===== config.mk =====
export PLATFORM = sky130hd
export DESIGN_NAME = block_bitmap_allocator_top
export DESIGN_NICKNAME = d
export VERILOG_FILES = /design/src/rtl/bba_pkg.sv /design/src/rtl/bba_map_ram.sv /design/src/rtl/bba_seq.sv /design/src/rtl/block_bitmap_allocator_top.sv
export SDC_FILE = /design/constraint.sdc
export NUM_CORES = 2
export LEC_CHECK = 0
export BUFFER_PORTS_ARGS = -buffer_cell sky130_fd_sc_hd__buf_2
export CORE_UTILIZATION = 35
export DETAILED_ROUTE_END_ITERATION = 8
export GPL_ROUTABILITY_DRIVEN = 1
export GPL_TIMING_DRIVEN = 0
export SYNTH_ARGS = -nofsm -noshare
export SYNTH_HDL_FRONTEND = slang
export SYNTH_SLANG_ARGS = --single-unit

===== constraint.sdc =====
create_clock -name i_clk -period 21.9 [get_ports i_clk]
set_input_delay 1.095 -clock i_clk [delete_from_list [all_inputs] [get_ports i_clk]]
set_output_delay 1.095 -clock i_clk [all_outputs]
set_load 0.01 [all_outputs]

===== src/rtl/bba_pkg.sv =====
// ----------------------------------------------------------------------------
// Block bitmap allocator package
// Shared constants, command codes and the map memory request type.
// ----------------------------------------------------------------------------
package bba_pkg;

    localparam int MAX_BLOCKS = 1024;
    localparam int ADDR_W     = $clog2(MAX_BLOCKS);
    localparam int CNT_W      = ADDR_W + 1;

    localparam int CMD_W      = 3;
    localparam int BCOUNT_W   = 11;
    localparam int BSIZE_W    = 13;
    localparam int SIZE_W     = 23;
    localparam int HELD_W     = 11;
    localparam int RUN_W      = 11;
    localparam int IDX_W      = 10;
    localparam int BYTES_W    = SIZE_W + 1;
    localparam int CFG_IDX_W  = 1;
    localparam int CFG_DATA_W = 13;

    localparam logic [CMD_W-1:0] CMD_FREE       = 3'd0;
    localparam logic [CMD_W-1:0] CMD_OCCUPY     = 3'd1;
    localparam logic [CMD_W-1:0] CMD_FIRST_FREE = 3'd2;
    localparam logic [CMD_W-1:0] CMD_FIRST_FIT  = 3'd3;
    localparam logic [CMD_W-1:0] CMD_CHECK      = 3'd4;

    localparam logic [CFG_IDX_W-1:0] REG_BLK_TOTAL  = 1'd0;
    localparam logic [CFG_IDX_W-1:0] REG_BLOCK_SIZE = 1'd1;

    typedef struct packed {
        logic              we;
        logic [ADDR_W-1:0] waddr;
        logic              wdata;
        logic [ADDR_W-1:0] raddr;
    } t_ram_req;

endpackage


===== src/rtl/bba_map_ram.sv =====
// ----------------------------------------------------------------------------
// Block bitmap allocator map memory
// One occupied bit per block, one write and one registered read per cycle.
// ----------------------------------------------------------------------------
module bba_map_ram
    import bba_pkg::*;
(
    input  logic     i_clk,
    input  t_ram_req i_req,
    output logic     o_rdata
);

    logic r_mem [MAX_BLOCKS];
    logic r_rdata;

    always_ff @(posedge i_clk) begin
        if (i_req.we) begin
            r_mem[i_req.waddr] <= i_req.wdata;
        end
        r_rdata <= r_mem[i_req.raddr];
    end

    assign o_rdata = r_rdata;

endmodule


===== src/rtl/bba_seq.sv =====
// ----------------------------------------------------------------------------
// Block bitmap allocator sequencer
// Walks the map one block per cycle to clear, mark, search or check runs.
// ----------------------------------------------------------------------------
module bba_seq
    import bba_pkg::*;
(
    input  logic                i_clk,
    input  logic                i_rst_n,
    input  logic                i_start,
    input  logic [CMD_W-1:0]    i_cmd,
    input  logic [ADDR_W-1:0]   i_first_block,
    input  logic [ADDR_W-1:0]   i_last_block,
    input  logic [SIZE_W-1:0]   i_size_bytes,
    input  logic [HELD_W-1:0]   i_blocks_held,
    input  logic [RUN_W-1:0]    i_run_length,
    input  logic [BCOUNT_W-1:0] i_blk_total,
    input  logic [BSIZE_W-1:0]  i_block_size,
    input  logic                i_rdata,
    output t_ram_req            o_req,
    output logic                o_busy,
    output logic                o_done,
    output logic                o_found,
    output logic [IDX_W-1:0]    o_block_index
);

    typedef enum logic [1:0] {
        S_CLEAR,
        S_IDLE,
        S_MARK,
        S_SCAN
    } t_state;

    t_state              r_state;
    logic [CNT_W-1:0]    r_addr;
    logic [CNT_W-1:0]    r_end;
    logic                r_wbit;
    logic [CMD_W-1:0]    r_op;
    logic                r_pend;
    logic [ADDR_W-1:0]   r_pidx;
    logic [SIZE_W-1:0]   r_size;
    logic [BSIZE_W-1:0]  r_bs;
    logic [BYTES_W-1:0]  r_run_bytes;
    logic [ADDR_W-1:0]   r_run_start;
    logic                r_done;
    logic                r_found;
    logic [IDX_W-1:0]    r_index;

    logic [CNT_W-1:0]    n_live;
    logic [CNT_W-1:0]    n_range_end;
    logic [CNT_W:0]      n_chk_start;
    logic [CNT_W+1:0]    n_chk_end;
    logic [BYTES_W-1:0]  n_run_bytes;
    logic                n_fit_hit;
    logic                n_more;

    always_comb begin
        if (i_blk_total > BCOUNT_W'(MAX_BLOCKS)) begin
            n_live = CNT_W'(MAX_BLOCKS);
        end else begin
            n_live = CNT_W'(i_blk_total);
        end
        if ({1'b0, i_last_block} + 1'b1 < n_live) begin
            n_range_end = {1'b0, i_last_block} + 1'b1;
        end else begin
            n_range_end = n_live;
        end
        n_chk_start = (CNT_W+1)'(i_first_block) + (CNT_W+1)'(i_blocks_held);
        n_chk_end   = (CNT_W+2)'(n_chk_start) + (CNT_W+2)'(i_run_length);
        n_run_bytes = r_run_bytes + BYTES_W'(r_bs);
        n_fit_hit   = (n_run_bytes >= BYTES_W'(r_size));
        n_more      = (r_addr < r_end);
    end

    always_comb begin
        o_req.we    = 1'b0;
        o_req.waddr = r_addr[ADDR_W-1:0];
        o_req.wdata = r_wbit;
        o_req.raddr = r_addr[ADDR_W-1:0];
        unique case (r_state)
            S_CLEAR: o_req.we = 1'b1;
            S_MARK:  o_req.we = n_more;
            default: o_req.we = 1'b0;
        endcase
    end

    always_ff @(posedge i_clk) begin
        if (!i_rst_n) begin
            r_state <= S_CLEAR;
            r_addr  <= '0;
            r_wbit  <= 1'b0;
            r_pend  <= 1'b0;
            r_done  <= 1'b0;
            r_found <= 1'b0;
            r_index <= '0;
        end else begin
            r_done <= 1'b0;
            unique case (r_state)
                S_CLEAR: begin
                    if (r_addr == CNT_W'(MAX_BLOCKS - 1)) begin
                        r_state <= S_IDLE;
                    end
                    r_addr <= r_addr + 1'b1;
                end
                S_IDLE: begin
                    if (i_start) begin
                        r_op        <= i_cmd;
                        r_size      <= i_size_bytes;
                        r_bs        <= (i_block_size == '0) ? BSIZE_W'(1) : i_block_size;
                        r_run_bytes <= '0;
                        r_run_start <= '0;
                        r_pend      <= 1'b0;
                        r_index     <= '0;
                        unique case (i_cmd)
                            CMD_FREE, CMD_OCCUPY: begin
                                r_addr  <= CNT_W'(i_first_block);
                                r_end   <= n_range_end;
                                r_wbit  <= (i_cmd == CMD_OCCUPY);
                                r_state <= S_MARK;
                            end
                            CMD_FIRST_FREE, CMD_FIRST_FIT: begin
                                r_addr  <= '0;
                                r_end   <= n_live;
                                r_state <= S_SCAN;
                            end
                            CMD_CHECK: begin
                                if (i_run_length == '0) begin
                                    r_found <= 1'b1;
                                    r_done  <= 1'b1;
                                end else if (n_chk_end > (CNT_W+2)'(n_live)) begin
                                    r_found <= 1'b0;
                                    r_done  <= 1'b1;
                                end else begin
                                    r_addr  <= n_chk_start[CNT_W-1:0];
                                    r_end   <= n_chk_end[CNT_W-1:0];
                                    r_state <= S_SCAN;
                                end
                            end
                            default: begin
                                r_found <= 1'b0;
                                r_done  <= 1'b1;
                            end
                        endcase
                    end
                end
                S_MARK: begin
                    if (n_more) begin
                        r_addr <= r_addr + 1'b1;
                    end else begin
                        r_found <= 1'b1;
                        r_done  <= 1'b1;
                        r_state <= S_IDLE;
                    end
                end
                S_SCAN: begin
                    if (n_more) begin
                        r_addr <= r_addr + 1'b1;
                        r_pidx <= r_addr[ADDR_W-1:0];
                    end
                    r_pend <= n_more;
                    if (r_pend && r_op == CMD_FIRST_FREE && !i_rdata) begin
                        r_found <= 1'b1;
                        r_index <= IDX_W'(r_pidx);
                        r_done  <= 1'b1;
                        r_state <= S_IDLE;
                    end else if (r_pend && r_op == CMD_FIRST_FIT && !i_rdata && n_fit_hit) begin
                        r_found <= 1'b1;
                        r_index <= IDX_W'(r_run_start);
                        r_done  <= 1'b1;
                        r_state <= S_IDLE;
                    end else if (r_pend && r_op == CMD_CHECK && i_rdata) begin
                        r_found <= 1'b0;
                        r_done  <= 1'b1;
                        r_state <= S_IDLE;
                    end else if (!r_pend && !n_more) begin
                        r_found <= (r_op == CMD_CHECK);
                        r_done  <= 1'b1;
                        r_state <= S_IDLE;
                    end
                    if (r_pend) begin
                        if (i_rdata) begin
                            r_run_bytes <= '0;
                            r_run_start <= r_pidx + 1'b1;
                        end else begin
                            r_run_bytes <= n_run_bytes;
                        end
                    end
                end
                default: r_state <= S_IDLE;
            endcase
        end
    end

    assign o_busy        = (r_state != S_IDLE);
    assign o_done        = r_done;
    assign o_found       = r_found;
    assign o_block_index = r_index;

endmodule


===== src/rtl/block_bitmap_allocator_top.sv =====
// ----------------------------------------------------------------------------
// Block bitmap allocator
// A range command walks its blocks up to the live block count; a search or run
// check walks at most the live block count, one map block per cycle.
// Immediate answers (zero-length or out-of-range checks, unknown codes) come
// straight from the idle state without reading the map.
// One command at a time; the result strobe lasts one cycle and cannot stall.
// After reset all 1024 map bits are cleared while busy is high.
// ----------------------------------------------------------------------------
module block_bitmap_allocator_top
    import bba_pkg::*;
(
    input  logic                  i_clk,
    input  logic                  i_rst_n,
    input  logic                  start,
    output logic                  busy,
    input  logic [CMD_W-1:0]      i_cmd,
    input  logic [ADDR_W-1:0]     i_first_block,
    input  logic [ADDR_W-1:0]     i_last_block,
    input  logic [SIZE_W-1:0]     i_size_bytes,
    input  logic [HELD_W-1:0]     i_blocks_held,
    input  logic [RUN_W-1:0]      i_run_length,
    input  logic                  i_cfg_we,
    input  logic [CFG_IDX_W-1:0]  i_cfg_idx,
    input  logic [CFG_DATA_W-1:0] i_cfg_data,
    output logic                  o_valid,
    output logic                  o_found,
    output logic [IDX_W-1:0]      o_block_index
);

    logic [BCOUNT_W-1:0] r_blk_total;
    logic [BSIZE_W-1:0]  r_block_size;
    t_ram_req            ram_req;
    logic                ram_rdata;

    always_ff @(posedge i_clk) begin
        if (!i_rst_n) begin
            r_blk_total  <= BCOUNT_W'(1024);
            r_block_size <= BSIZE_W'(64);
        end else if (i_cfg_we) begin
            unique case (i_cfg_idx)
                REG_BLK_TOTAL:  r_blk_total  <= i_cfg_data[BCOUNT_W-1:0];
                REG_BLOCK_SIZE: r_block_size <= i_cfg_data[BSIZE_W-1:0];
                default: ;
            endcase
        end
    end

    bba_map_ram u_map (
        .i_clk   (i_clk),
        .i_req   (ram_req),
        .o_rdata (ram_rdata)
    );

    bba_seq u_seq (
        .i_clk         (i_clk),
        .i_rst_n       (i_rst_n),
        .i_start       (start),
        .i_cmd         (i_cmd),
        .i_first_block (i_first_block),
        .i_last_block  (i_last_block),
        .i_size_bytes  (i_size_bytes),
        .i_blocks_held (i_blocks_held),
        .i_run_length  (i_run_length),
        .i_blk_total   (r_blk_total),
        .i_block_size  (r_block_size),
        .i_rdata       (ram_rdata),
        .o_req         (ram_req),
        .o_busy        (busy),
        .o_done        (o_valid),
        .o_found       (o_found),
        .o_block_index (o_block_index)
    );

endmodule

[After elaboration in Yosys (flattened, before gate mapping)]
Memory sizes are Yosys's and may differ from the RTL's. A register that Yosys moved wholly into a read port is not among the register bits.
Cells that the tools add are included.
Word-level totals
  bits in writable memories: 1024
  word-level logic and storage cells: 149
  output and inout bits: 13
  bits in read-only memories: 0
  register bits after elaboration: 145
  input bits: 86
  memories: 1
  bits in latches: 0
Memory list
  u_map.r_mem: depth 1024, bits a word 1, read ports 1, clocked after memory_dff 1, wr ports 1, RTL line bba_map_ram.sv:13  | logic r_mem [MAX_BLOCKS];
Operators by class
  eq/ne operators: 27
  order comparisons: 5
  bitwise gates (word level): 1
  reductions and logical operators: 35
  shifts and indexed selects: 0
  muxes and demuxes: 58
  multiply operators: 0
  div/mod/pow operators: 0
  add/sub/neg operators: 6
Operators by type and width (number)
  $pmux 11 s3: 3
  $mux 11: 8
  $mux 24: 3
  $mux 10: 5
  $pmux 24 s2: 1
  $pmux 10 s2: 2
  $add 24x13->24: 1
  $ge 24x23->1: 1
  $lt 11x11->1: 2
  $mux 1: 19
  $mux 2: 9
  $add 12x11->13: 1
  $gt 13x11->1: 1
  $logic_not 13->1: 1
  $add 10x11->12: 1
  $eq 3x2->1 const B: 4
  $ne 2x2->1 const B: 6
  $reduce_and 3->1: 4
  $reduce_and 6->1: 2
  $add 10x1->11 const B: 1
  $add 11x1->11 const B: 1
  $eq 11x10->1 const B: 1
  $gt 11x11->1 const B: 1
  $logic_not 11->1: 1
  28 further kinds: 53

[Depth between registers and ports, before layout]
  depth in word-level cells: 8
  gate-level depth with buffers: 22
  mapped depth without buffers: 21

[By module]
From an unflattened synthesis, not the netlist that was laid out.
Unflattened totals
  cells, all modules: 4093
  area total of the unflattened synthesis: 54161.9 um^2
Modules (own cells, without submodules)
  bba_map_ram: area each 44656.6 um^2, sequential area each 30769.5 um^2, cells each 3112, instances 1
  bba_seq: area each 8583.2 um^2, sequential area each 3363.2 um^2, cells each 885, instances 1
  block_bitmap_allocator_top: area each 922.1 um^2, sequential area each 480.5 um^2, cells each 96, instances 1

[Least setup slack after synthesis]
No wires, ideal clock.
  kind: register to register
  start: reg u_seq.r_wbit
  end: mem u_map.r_mem[0], data pin
  slack: 6.337 ns
  setup time: 2.816 ns
  buffers on the path: 0
  clock period less this slack: 15.563 ns
  required time: 19.084 ns
  arrival time: 12.748 ns
  stages on the path, launching flop included: 1
  path through: dfxtp_1
RTL lines
  start, declared: RTL line bba_seq.sv:37  | logic r_wbit;
  start signal, assigned: RTL line bba_seq.sv:118  | r_wbit <= (i_cmd == CMD_OCCUPY);
  end, declared: RTL line bba_map_ram.sv:13
No word-level cell before the write port.

[Worst setup path in the final report]
  start: in i_first_block[0]
  end: reg u_seq.r_end[6] (enable)
Between the ends
  cells in the longest elaborated chain, start to end: 5
RTL lines
  start, declared: RTL line block_bitmap_allocator_top.sv:18  | input logic [ADDR_W-1:0] i_first_block,
  $add 10x11->12: RTL line bba_seq.sv:68  | n_chk_start = (CNT_W+1)'(i_first_block) + (CNT_W+1)'(i_blocks_held);
  $add 12x11->13: RTL line bba_seq.sv:69  | n_chk_end = (CNT_W+2)'(n_chk_start) + (CNT_W+2)'(i_run_length);
  $gt 13x11->1: RTL line bba_seq.sv:130  | end else if (n_chk_end > (CNT_W+2)'(n_live)) begin
  $ne 2x2->1 (no source line)
  $reduce_and 6->1 (no source line)
  end signal, assigned: RTL line bba_seq.sv:117  | r_end <= n_range_end;
  end signal, assigned: RTL line bba_seq.sv:123  | r_end <= n_live;
  end signal, assigned: RTL line bba_seq.sv:135  | r_end <= n_chk_end[CNT_W-1:0];
  end, declared: RTL line bba_seq.sv:36  | logic [CNT_W-1:0] r_end;
Every way passes these cells.
A chain may end at the register's enable or synchronous reset.

==> results.tsv <==
metric	value	unit
maximum root-to-sink buffer count	3	
Vias	36100	
CTS tree	yes	
max incr delay on CP	0.54	ns
Pre-Repair DR Iteration Count	6	
sequential power share	0.510	
Int Pwr	3.61	mW
Root Driver	clkbuf_16	
Finished Core Util	0.403	
family with the most delay on the worst path	compound AO/OA/AOI/OAI gates	
number of DRC markers in iteration 0	6404	
ys flop type	edfxtp_1	
Skew-Pair Late Insertion Delay	0.78	ns
CTS HTree Levels	3	
first-pass GRT wire length	256000	um
fmax	158	MHz
syn avg cell area	13.6	sq um
Buffers & Inverters on Critical Path	2	
final worst path period need	6.33	ns
# rows	141	
failing checks	capacitance limit, slew limit	
register area share after synthesis	0.657	
Max-Slew Margin vs Limit	-0.0872	
GR Util met3	0.0753	
crit path max fanout	7	
die area	0.152	sq mm
Ys Warns	0	
number of global-route vias before repair	34700	
WL/cell	29.7	um
WHS	0.481	ns
pre-CTS setup slack	14.95	ns
most used routing layer	met2	
dpl cell area	0.0562	sq mm
Die W	390	um
Initial Util	0.355	
Max Cap Viol	12	
GRT met1 Usage	0.309	
post-synth top area share	0.637	
Die Y	390	um
maximum VDD drop	0.0652	mV
Resized cells post-CTS	0	
Post-CTS Hold Buffers	0	
Synth area leader	edfxtp_1	
Antenna Nets Post-Route	0	
GR Overflow Total	0	
Post-synth EDFFs	1118	
Switching Fraction	0.240	
synthesized area	0.0527	sq mm
post-synthesis async set-or-reset flop share	0	
Placer Congestion	0.919	
Netlist cell types	71	
layout cells sized above 1	0.146	
most frequent cells in the layout	edfxtp_1 (1,118), nor2_1 (1,084), clkbuf_1 (312)	
area of the core	0.149	sq mm
Startpoint Class	input pin	
post-CTS setup buffer count	0	
endpoints failing hold	0	
Slowest cell on crit path	a21boi_1	
Final period util	0.289	
crit end category	flip-flop	
GRT Resource Usage Total	0.239	
initial antenna violation count	7	
final WL	185000	um
Logic pwr share	0.070	
Syn-to-layout area delta	13.7	%
top area cells in the synthesized netlist	edfxtp_1 (64%), mux4_2 (11%), nor2_1 (7.7%), ha_1 (2.3%), clkbuf_1 (2.1%)	
setup TNS	0	ns
Reg clk slew, reported paths	0.06	ns
DRC	0	
HP Class	flip-flop to flip-flop	
Mapped Cells	3866	
HPWL after DPL	121000	um
commonest non-fill, non-tap cell in the layout	edfxtp_1	
crit path DAT	6.80	ns
WP data required	22.38	ns
clock share of power	0.420	
Switch Pwr	1.14	mW
fin worst setup slack	15.57	ns
leak pwr	15.8	nW
Global Route met2 Usage	0.366	
crit path cell chain	buf_2 -> ha_1 -> fa_1 -> a21oi_1 -> o21bai_1 -> xor2_1 -> ha_1 -> o21a_1 -> o31a_1 -> or4_1 -> a21oi_1 -> o21ai_0 -> xnor2_1 -> ha_1 -> a21oi_1 -> and3_1 -> o221ai_1 -> nand3_1 -> or4b_4 -> nand2_1 -> nand2_1 -> a21boi_1 -> buf_4	
worst slew pin tran	1.63	ns
design area	0.0599	sq mm
max-slew violation count	121	
final net count	4295	
boundary pin count	99	
IO Port Bufs	97	
average vias per placed instance	5.80	
clock sink count	1170	
clock skew	0.0346	ns
outcome	finished, violations left	
WS Path Type	input pin to flip-flop	
TritonCTS Buffers	119	
final setup vio count	0	
syn_nets	4051	
unrepaired setup endpoints after global routing	false	
power per cell area	79.2	mW/mm^2
post-synthesis register bit count	1170	
largest net degree at the start of global routing	115	
-- final cells by class --
cell class                 instances  area [sq um]
antenna                            3          7.51
buffer                           336          1330
clock buffer                     150          3120
clock inverter                    72           576
fill                           14000         88600
inverter                          62           233
multi-input combinational       2298         16600
sequential                      1170         34600
tap                             2002          2500
timing repair buffer             123           950
-- metal layers --
metal | share of wire | vias up
li1 | - | 14800
met1 | 0.37 | 18400
met2 | 0.45 | 2359
met3 | 0.13 | 472
met4 | 0.054 | 14
met5 | 0.00089 | -
-- power groups by stage --
stage,clock network [mW],logic [mW],registers (mW)
6_report,1.99,0.332,2.42
5_1_grt,2.07,0.343,2.42
4_1_cts,1.99,0.321,2.42
3_5_place_dp,0,0.320,2.47
3_3_place_gp,0,0.318,2.47
2_1_floorplan,0,0.174,2.47
-- final timing paths --
path                                from                endpoint  slack, ns  cells after the start
hold reg to reg   u_seq.o_block_index[8]  u_seq.o_block_index[8]       0.48                      2
setup reg to reg         u_seq.r_addr[1]           u_map.o_rdata      15.98                     10
setup / recovery        i_first_block[0]          u_seq.r_end[6]      15.57                     23
hold / removal    u_seq.o_block_index[8]  u_seq.o_block_index[8]       0.48                      2
-- state kept, by name (all words and copies together), names as in the netlist, 2 cells and up --
register and count:
u_seq.r_end 11, r_block_size 13, u_map.r_mem 1024, r_blk_total 11
u_seq.r_pidx 10, u_seq.o_block_index 10, u_seq.r_bs 13, u_seq.r_run_bytes 24
u_seq.r_addr 11, u_seq.r_op 3, u_seq.r_size 23, u_seq.r_state 2
u_seq.r_run_start 10
-- metrics by stage --
step | std cells | power, mW
final | 6216 | 4.75
after global routing | 6213 | 4.84
after CTS | 6211 | 4.74
after detailed placement | 5989 | 2.79
after global placement | 5965 | 2.79
after floorplan | 3866 | 2.64
-- cell usage after synthesis, types with 20 or more instances --
cell and instances:
nand3_1 38, nand2_1 189, nand4_1 40, dfxtp_1 52, nor2b_1 24, mux4_2 257, clkbuf_1 295, a21oi_1 75
nor2_1 1085, a22oi_1 103, nor3_1 30, ha_1 96, buf_2 30, o21ai_0 38, and3_1 20, inv_1 62
xnor2_1 37, edfxtp_1 1118
-- cells by family (layout without fill, tap and decap cells) --
group	Yosys count	count (layout)	synth area share
compound gates	372	372	0.0499
xor+xnor	52	52	0.00865
fa+ha+maj	99	99	0.0239
buf+inv	398	743	0.0292
flops	1170	1170	0.657
mux	280	280	0.115
other cells	0	3	0
simple gates	1495	1495	0.117
-- worst reg2reg max path: cells and delay by family, from the launching register on --
family,cells,cell delay [ns]
buf+inv,3,2.49
compound gates,4,1.65
mux,1,0.45
simple gates,2,0.61
flops,1,0.53
Note: power is estimated with default switching activity, not from simulation.
